--- src/hw/rtl/mbps_pkg.sv ---
package mbps_pkg;

  // default sizing
  localparam int MAX_PATTERN_DEF = 32;
  localparam int COUNT_WIDTH_DEF = 32;

  // fixed field widths
  localparam int LEN_W    = 6;
  localparam int IDX_W    = 5;
  localparam int BYTE_W   = 8;
  localparam int OFFSET_W = 32;

  // request codes
  localparam logic REQ_PATTERN = 1'b0;
  localparam logic REQ_BYTE    = 1'b1;

  typedef struct packed {
    logic [BYTE_W-1:0] mask;
    logic [BYTE_W-1:0] value;
  } entry_t;

  // per-cell control
  typedef struct packed {
    logic win_shift;  // take neighbor's byte
    logic pat_shift;  // take neighbor's entry (reload)
    logic pat_we;     // direct entry write
  } cell_ctrl_t;

  typedef enum logic {
    ST_RUN,
    ST_LOAD
  } mbps_state_e;

endpackage

--- src/hw/rtl/mbps_ram.sv ---
module mbps_ram #(
  parameter int WIDTH = 16,
  parameter int DEPTH = 32
) (
  input  logic                                    clk_i,
  input  logic                                    we_i,
  input  logic [((DEPTH > 1) ? $clog2(DEPTH) : 1)-1:0] waddr_i,
  input  logic [WIDTH-1:0]                        wdata_i,
  input  logic [((DEPTH > 1) ? $clog2(DEPTH) : 1)-1:0] raddr_i,
  output logic [WIDTH-1:0]                        rdata_o
);

  logic [WIDTH-1:0] mem_q [DEPTH];
  logic [WIDTH-1:0] rdata_q;

  always_ff @(posedge clk_i) begin
    if (we_i) begin
      mem_q[waddr_i] <= wdata_i;
    end
    rdata_q <= mem_q[raddr_i];
  end

  assign rdata_o = rdata_q;

endmodule

--- src/hw/rtl/mbps_cell.sv ---
// One window position: holds a buffer byte and the pattern entry lined up with it.
module mbps_cell (
  input  logic                       clk_i,
  input  logic                       rst_ni,
  input  mbps_pkg::cell_ctrl_t       ctrl_i,
  input  logic [mbps_pkg::BYTE_W-1:0] win_i,
  input  mbps_pkg::entry_t           pat_i,
  input  mbps_pkg::entry_t           pat_wdata_i,
  output logic [mbps_pkg::BYTE_W-1:0] win_o,
  output mbps_pkg::entry_t           pat_o,
  output logic                       hit_o
);

  logic [mbps_pkg::BYTE_W-1:0] win_q, win_d;
  mbps_pkg::entry_t            pat_q, pat_d;

  always_comb begin
    win_d = ctrl_i.win_shift ? win_i : win_q;
    pat_d = pat_q;
    if (ctrl_i.pat_shift) begin
      pat_d = pat_i;
    end else if (ctrl_i.pat_we) begin
      pat_d = pat_wdata_i;
    end
  end

  always_ff @(posedge clk_i) begin
    win_q <= win_d;
  end

  always_ff @(posedge clk_i or negedge rst_ni) begin
    if (!rst_ni) begin
      pat_q <= '0;
    end else begin
      pat_q <= pat_d;
    end
  end

  // compare against the byte this cell holds after a shift
  assign hit_o = ((win_i & pat_q.mask) == pat_q.value);
  assign win_o = win_q;
  assign pat_o = pat_q;

endmodule

--- src/hw/rtl/masked_byte_pattern_search.sv ---
// Masked byte pattern search.
// Input channel (in_valid_i / in_stall_o): req_type_i = REQ_PATTERN writes
// pattern entry pattern_index_i (mask and value); REQ_BYTE streams one buffer
// byte in data_byte_i, last_byte_i marking the end of the buffer.
// Output channel (out_valid_o / out_stall_i): at most one transaction per
// buffer: found_o = 1 with match_offset_o at the first complete match, or
// found_o = 0 with offset 0 on the last byte when nothing matched.
// Throughput: one input transaction per cycle. A result appears in the
// output register the cycle after the byte that causes it is accepted.
// The output register separates the sides; input stalls only while a result
// is held by out_stall_i, or while the pattern row reloads.
// A write to pattern_length (cfg_we_i) starts a reload of the cell row from
// the entry RAM, one entry per cycle through its read port; in_stall_o stays
// high from the write until the reload is done.
// Reset clears the pattern to zero, sets pattern_length to 1 and starts a
// fresh buffer; the entry RAM is covered by per-entry valid bits.
module masked_byte_pattern_search #(
  parameter int MAX_PATTERN = mbps_pkg::MAX_PATTERN_DEF,
  parameter int COUNT_WIDTH = mbps_pkg::COUNT_WIDTH_DEF
) (
  input  logic                          clk_i,
  input  logic                          rst_ni,
  // configuration
  input  logic                          cfg_we_i,
  input  logic [mbps_pkg::LEN_W-1:0]    cfg_wdata_i,
  // input channel
  input  logic                          in_valid_i,
  output logic                          in_stall_o,
  input  logic                          req_type_i,
  input  logic [mbps_pkg::IDX_W-1:0]    pattern_index_i,
  input  logic [mbps_pkg::BYTE_W-1:0]   pattern_mask_i,
  input  logic [mbps_pkg::BYTE_W-1:0]   pattern_value_i,
  input  logic [mbps_pkg::BYTE_W-1:0]   data_byte_i,
  input  logic                          last_byte_i,
  // output channel
  output logic                          out_valid_o,
  input  logic                          out_stall_i,
  output logic                          found_o,
  output logic [mbps_pkg::OFFSET_W-1:0] match_offset_o
);

  localparam int LW   = $clog2(MAX_PATTERN + 1);
  localparam int AW   = (MAX_PATTERN > 1) ? $clog2(MAX_PATTERN) : 1;
  localparam int SW   = $clog2(MAX_PATTERN + 32);
  localparam int CMPW = (COUNT_WIDTH > LW) ? COUNT_WIDTH : LW;
  localparam int EW   = 2 * mbps_pkg::BYTE_W;

  // Row layout: cell m holds the byte of age MAX_PATTERN-1-m (new bytes
  // enter at the top cell) and pattern entry m - off, off = MAX_PATTERN - len.
  // Only cells m >= off take part in the match.

  mbps_pkg::mbps_state_e state_q, state_d;

  logic [mbps_pkg::LEN_W-1:0] len_q;
  logic [LW-1:0]              len_eff;
  logic [LW-1:0]              off;

  logic [LW-1:0]              ld_cnt_q, ld_cnt_d;
  logic                       ld_pend_q;
  logic                       ld_use_q;
  logic                       ld_issue;
  logic                       ld_in_win;
  logic                       ent_vld_rd_q;
  logic [MAX_PATTERN-1:0]     ent_vld_q;

  logic [COUNT_WIDTH-1:0]     count_q, count_d, cnt_inc;
  logic                       done_q, done_d;

  logic                       out_valid_q, out_valid_d;
  logic                       found_q, found_d;
  logic [mbps_pkg::OFFSET_W-1:0] offset_q, offset_d;

  logic in_acc, pat_wr, byte_acc, step, idx_ok;
  logic match, found_now, miss_now;
  logic [SW-1:0]   wr_pos;
  logic [CMPW-1:0] cnt_ext, len_ext, diff;

  logic [AW-1:0]     ram_waddr, ram_raddr;
  logic [EW-1:0]     ram_rdata;
  mbps_pkg::entry_t  wr_entry, ld_entry;

  logic [mbps_pkg::BYTE_W-1:0] win_w [MAX_PATTERN];
  mbps_pkg::entry_t            pat_w [MAX_PATTERN];
  mbps_pkg::cell_ctrl_t        ctrl_w [MAX_PATTERN];
  logic [MAX_PATTERN-1:0]      hit_w;
  logic [MAX_PATTERN-1:0]      act_w;

  // pattern length in use, clamped to the row size
  always_comb begin
    if (int'(len_q) > MAX_PATTERN) begin
      len_eff = LW'(MAX_PATTERN);
    end else begin
      len_eff = LW'(len_q);
    end
    off = LW'(MAX_PATTERN) - len_eff;
  end

  // handshake decode
  assign in_acc   = in_valid_i && !in_stall_o;
  assign pat_wr   = in_acc && (req_type_i == mbps_pkg::REQ_PATTERN);
  assign byte_acc = in_acc && (req_type_i == mbps_pkg::REQ_BYTE);
  assign step     = byte_acc && !done_q;
  assign idx_ok   = int'(pattern_index_i) < MAX_PATTERN;
  assign wr_pos   = SW'(off) + SW'(pattern_index_i);

  // ---------------- reload sequencer ----------------
  always_comb begin
    state_d = state_q;
    unique case (state_q)
      mbps_pkg::ST_RUN: begin
        if (cfg_we_i) begin
          state_d = mbps_pkg::ST_LOAD;
        end
      end
      mbps_pkg::ST_LOAD: begin
        if (!cfg_we_i && !ld_issue && !ld_pend_q) begin
          state_d = mbps_pkg::ST_RUN;
        end
      end
      default: state_d = mbps_pkg::ST_RUN;
    endcase
  end

  always_comb begin
    in_stall_o = 1'b1;
    ld_issue   = 1'b0;
    unique case (state_q)
      mbps_pkg::ST_RUN: begin
        in_stall_o = out_valid_q && out_stall_i;
      end
      mbps_pkg::ST_LOAD: begin
        ld_issue = ld_cnt_q < LW'(MAX_PATTERN);
      end
      default: begin
        in_stall_o = 1'b1;
        ld_issue   = 1'b0;
      end
    endcase
  end

  assign ld_in_win = ld_cnt_q >= off;
  assign ram_raddr = AW'(ld_cnt_q - off);

  always_comb begin
    ld_cnt_d = ld_cnt_q;
    if (cfg_we_i) begin
      ld_cnt_d = '0;
    end else if (ld_issue) begin
      ld_cnt_d = ld_cnt_q + 1'b1;
    end
  end

  // ---------------- entry store ----------------
  assign ram_waddr = AW'(pattern_index_i);
  assign wr_entry  = '{mask: pattern_mask_i, value: pattern_value_i};

  mbps_ram #(
    .WIDTH(EW),
    .DEPTH(MAX_PATTERN)
  ) u_entry_ram (
    .clk_i  (clk_i),
    .we_i   (pat_wr && idx_ok),
    .waddr_i(ram_waddr),
    .wdata_i(wr_entry),
    .raddr_i(ram_raddr),
    .rdata_o(ram_rdata)
  );

  // never-written entries read as zero
  assign ld_entry = (ld_use_q && ent_vld_rd_q) ? mbps_pkg::entry_t'(ram_rdata) : '0;

  // ---------------- cell row ----------------
  for (genvar m = 0; m < MAX_PATTERN; m++) begin : g_cell
    logic [mbps_pkg::BYTE_W-1:0] win_in;
    mbps_pkg::entry_t            pat_in;

    if (m == MAX_PATTERN - 1) begin : g_top
      assign win_in = data_byte_i;
      assign pat_in = ld_entry;
    end else begin : g_mid
      assign win_in = win_w[m+1];
      assign pat_in = pat_w[m+1];
    end

    assign ctrl_w[m] = '{win_shift: step,
                         pat_shift: ld_pend_q,
                         pat_we:    pat_wr && (wr_pos == SW'(m))};
    assign act_w[m]  = LW'(m) >= off;

    mbps_cell u_cell (
      .clk_i      (clk_i),
      .rst_ni     (rst_ni),
      .ctrl_i     (ctrl_w[m]),
      .win_i      (win_in),
      .pat_i      (pat_in),
      .pat_wdata_i(wr_entry),
      .win_o      (win_w[m]),
      .pat_o      (pat_w[m]),
      .hit_o      (hit_w[m])
    );
  end

  assign match = &(hit_w | ~act_w);

  // ---------------- search control ----------------
  assign cnt_inc = (count_q == '1) ? count_q : count_q + 1'b1;  // saturating
  assign cnt_ext = CMPW'(cnt_inc);
  assign len_ext = CMPW'(len_eff);
  assign diff    = cnt_ext - len_ext;

  assign found_now = step && (len_eff != '0) && (cnt_ext >= len_ext) && match;
  assign miss_now  = byte_acc && last_byte_i && !done_q && !found_now;

  always_comb begin
    count_d = count_q;
    done_d  = done_q;
    if (byte_acc && last_byte_i) begin
      count_d = '0;
      done_d  = 1'b0;
    end else begin
      if (step) begin
        count_d = cnt_inc;
      end
      if (found_now) begin
        done_d = 1'b1;
      end
    end
  end

  // output register
  always_comb begin
    out_valid_d = out_valid_q && out_stall_i;
    found_d     = found_q;
    offset_d    = offset_q;
    if (found_now || miss_now) begin
      out_valid_d = 1'b1;
      found_d     = found_now;
      offset_d    = found_now ? mbps_pkg::OFFSET_W'(diff) : '0;
    end
  end

  always_ff @(posedge clk_i or negedge rst_ni) begin
    if (!rst_ni) begin
      state_q     <= mbps_pkg::ST_RUN;
      len_q       <= mbps_pkg::LEN_W'(1);
      ld_cnt_q    <= '0;
      ld_pend_q   <= 1'b0;
      ld_use_q    <= 1'b0;
      ent_vld_q   <= '0;
      count_q     <= '0;
      done_q      <= 1'b0;
      out_valid_q <= 1'b0;
    end else begin
      state_q     <= state_d;
      ld_cnt_q    <= ld_cnt_d;
      ld_pend_q   <= ld_issue;
      ld_use_q    <= ld_issue && ld_in_win;
      count_q     <= count_d;
      done_q      <= done_d;
      out_valid_q <= out_valid_d;
      if (cfg_we_i) begin
        len_q <= cfg_wdata_i;
      end
      if (pat_wr && idx_ok) begin
        ent_vld_q[ram_waddr] <= 1'b1;
      end
    end
  end

  always_ff @(posedge clk_i) begin
    ent_vld_rd_q <= ld_in_win ? ent_vld_q[ram_raddr] : 1'b0;
    found_q      <= found_d;
    offset_q     <= offset_d;
  end

  assign out_valid_o    = out_valid_q;
  assign found_o        = found_q;
  assign match_offset_o = offset_q;

endmodule

--- config.mk ---
export PLATFORM = sky130hd
export DESIGN_NAME = masked_byte_pattern_search
export DESIGN_NICKNAME = d
export VERILOG_FILES = /design/src/hw/rtl/mbps_pkg.sv /design/src/hw/rtl/mbps_ram.sv /design/src/hw/rtl/mbps_cell.sv /design/src/hw/rtl/masked_byte_pattern_search.sv
export SDC_FILE = /design/constraint.sdc
export NUM_CORES = 2
export LEC_CHECK = 0
export BUFFER_PORTS_ARGS = -buffer_cell sky130_fd_sc_hd__buf_2
export CAP_MARGIN = 30
export CORE_UTILIZATION = 63
export CTS_CLUSTER_DIAMETER = 120
export DETAILED_ROUTE_END_ITERATION = 8
export GPL_TIMING_DRIVEN = 0
export MAX_ROUTING_LAYER = met4
export PLACE_DENSITY = 0.79
export SYNTH_ARGS = -nofsm -noshare
export SYNTH_HDL_FRONTEND = slang
export SYNTH_HIERARCHICAL = 1
export SYNTH_SLANG_ARGS = --single-unit
--- constraint.sdc ---
create_clock -name clk_i -period 17.66 [get_ports clk_i]
set_input_delay 0 -clock clk_i [delete_from_list [all_inputs] [get_ports clk_i]]
set_output_delay 0 -clock clk_i [all_outputs]
set_load 0.01 [all_outputs]
==> out/metrics.yaml <==
cells_and_area:
  multi_input_area_sq_um: 23400
  syn2layout_area_growth_pct: 13.1
  nFillCells: 6898
  num-nets-final: 5554
  drive_above_1_share_pct: 11.7
  fin_util_pct: 71.9
  final-seq-area_sq_um: 39000
route:
  route.detailed.drc: 4
  via_per_inst: 6.31
  wl_mm: 164
  via_count: 44000
  drt_pass1_iterations: 8
  ant_nets: 0
  drt_iter0_drc: 4472
  wl_per_cell_microns: 23.5
cts:
  clockBufferDepth: 3
  clkLatencyLatePin_ns: 0.76
  cts.sinks: 1403
  ctsResizeCount: 0
  cts_tree: "done"
  root_buffer: "clkbuf_16"
  cts_hold_buf: 68
  clkTransAtPathRegs_ns: 0.06
  numCtsBuffers: 141
  h-tree-depth: 4
  post-cts-setup-buffers: 0
pwr:
  p_sw_share_pct: 26.0
  p_leak_nw: 27.3
  seqPwrFrac_pct: 46.9
  power.internal_mw: 5.53
  switchingPower_mw: 1.94
  peakVddDrop_v: 0.0000951
  p_per_area_nw_per_um2: 102
  clkPwrFrac_pct: 39.9
  totalPowerFinal_mw: 7.47
  combPwrFrac_pct: 13.2
global_route:
  grt_usage_pct: 32.8
  antenna_found_initial: 2
  grt_first_pass_wirelength_mm: 253
  grt_start_max_net_pins: 117
  grt-ovfl-total: 0
  grt_pass1_vias: 43800
yosys:
  netlist_instances: 5142
  synthesis.area_sq_um: 64700
  synth_warnings: 6
  postSynthAreaPerCell_sq_um: 12.6
  syn_nets: 5208
run_status:
  status: "complete, but fails checks"
  violations: "design-rule violations"
timing:
  fin_crit_ns: 6.66
  period_share_pct: 37.7
  rsz0062_at_grt: "false"
  tightest_slew_ns: 1.03
  slew_headroom_pct: 31.4
  fmax_mhz: 150
  final_hold_viol_count: 0
  setup-tns-final_ns: 0
  slew_viol_final: 0
  setup_viol: 0
  fin_skew_ns: 0.0262
setup_path:
  end_kind: "flip-flop"
  start_kind: "flip-flop"
  crit_start: "count_q[18]$_DFFE_PN0P_"
  r2r_start: "count_q[18]$_DFFE_PN0P_"
  worstRegToRegCells: 20
  crit_path_max_fanout: 10
  r2r_slack_ns: 11.00
  crit_type: "reg2reg"
  worstPathArrival_ns: 7.29
  worst-endpoint-required_ns: 18.28
place:
  gp_congestion: 0.947
  portBuffers: 75
  dp_hpwl_mm: 110
floorplanning:
  fp-row-count: 117
  die_x_microns: 322
  die-area_sq_um: 104000
  initial_core_util_pct: 63.6
  core_sq_um: 102000
  boundaryPins: 77
  die_height_microns: 322
job:
  cap_violations: 0
worst_hold_path:
  hold_start: "data_byte_i[7]"
  hold_path_class: "in2reg"
  hold_path_depth: 2
-- stage by stage --
stage	hold WS [ns]	instance area, sq um	setup slack [ns]	std cells
5_1_grt	0.0635	73100	10.68	6972
4_1_cts	0.00717	73100	11.11	6969
2_1_floorplan	-0.296	64700	3.11	5142
6_report	0.0802	73100	11.00	6974
3_3_place_gp	0.205	66800	-5.40	6585
3_5_place_dp	0.0915	67900	11.44	6644
-- placed cells by master, fill, tap and decap left out, types with 85 or more instances in the layout --
master,instances
o21ai_0,255
nor2_1,116
nand2_1,611
clkbuf_1,119
mux2i_1,771
edfxtp_1,793
nand3_1,130
dfrtp_1,591
a21o_1,85
o21ai_1,320
a21oi_1,197
and3_1,159
clkbuf_16,143
buf_2,152
-- final cells by class --
type | instances | share of cell area, %
buffer | 274 | 3.00
sequential | 1403 | 53.3
multi-input combinational | 3432 | 32.0
antenna | 4 | 0.0137
inverter | 33 | 0.169
timing repair buffer | 203 | 2.92
tap | 1368 | 2.34
clock buffer | 204 | 5.45
clock inverter | 53 | 0.811
-- critical path: stages (launching register included) --
cell and delay [ns]:
dfrtp_1 0.32, clkbuf_1 0.35, nand4_1 0.32, or3_1 0.38, clkbuf_1 0.23, nor3_2 0.66, nor2_1 0.22, xor2_1 0.21
ha_1 0.38, o21a_1 0.21, o31a_1 0.12, o21ai_0 0.16, nand2b_1 0.10, or2_2 0.27, clkbuf_1 0.29, or4_1 0.58
buf_2 0.21, o32ai_4 0.55, buf_6 0.25, o211ai_1 0.12, dlygate4sd3_1 0.58
-- registers in the layout (all words and copies together), names as in the netlist, 6 cells and up --
name	count
match_offset_o	32
len_q	6
g_cell.u_cell/pat_o	512
ld_cnt_q	6
u_entry_ram/rdata_o	16
ent_vld_q	32
g_cell.u_cell/win_o	248
count_q	32
u_entry_ram/mem_q	512
-- final timing paths --
| check | end |
|---|---|
| max in group asynchronous | g_cell[0].u_cell/pat_o[8]$_DFFE_PN0P_ |
| max | out_valid_o$_DFF_PN0_ |
| max reg2reg | out_valid_o$_DFF_PN0_ |
| min | g_cell[31].u_cell/win_o[7]$_DFFE_PP_ |
| min in group asynchronous | g_cell[13].u_cell/pat_o[13]$_DFFE_PN0P_ |
| min reg2reg | ent_vld_q[20]$_DFFE_PN0P_ |
-- power by group through the flow --
| stage | sequential (mW) | combinational [mW] | clock [mW] |
|---|---|---|---|
| 2_1_floorplan | 3.56 | 0.549 | 0 |
| 3_3_place_gp | 3.57 | 0.910 | 0 |
| 3_5_place_dp | 3.57 | 0.939 | 0 |
| 4_1_cts | 3.50 | 0.963 | 3.01 |
| 5_1_grt | 3.50 | 1.03 | 3.14 |
| 6_report | 3.50 | 0.986 | 2.98 |
-- per-layer routing --
metal / track usage [%] / vias up / share of wire (%)
li1: - / 20000 / -
met1: 44.7 / 22000 / 43
met2: 50.7 / 1658 / 47
met3: 4.47 / 323 / 6.6
met4: 11.7 / 0 / 3.4
met5: - / - / 0
No activity file was read; power rests on OpenSTA's default activity.
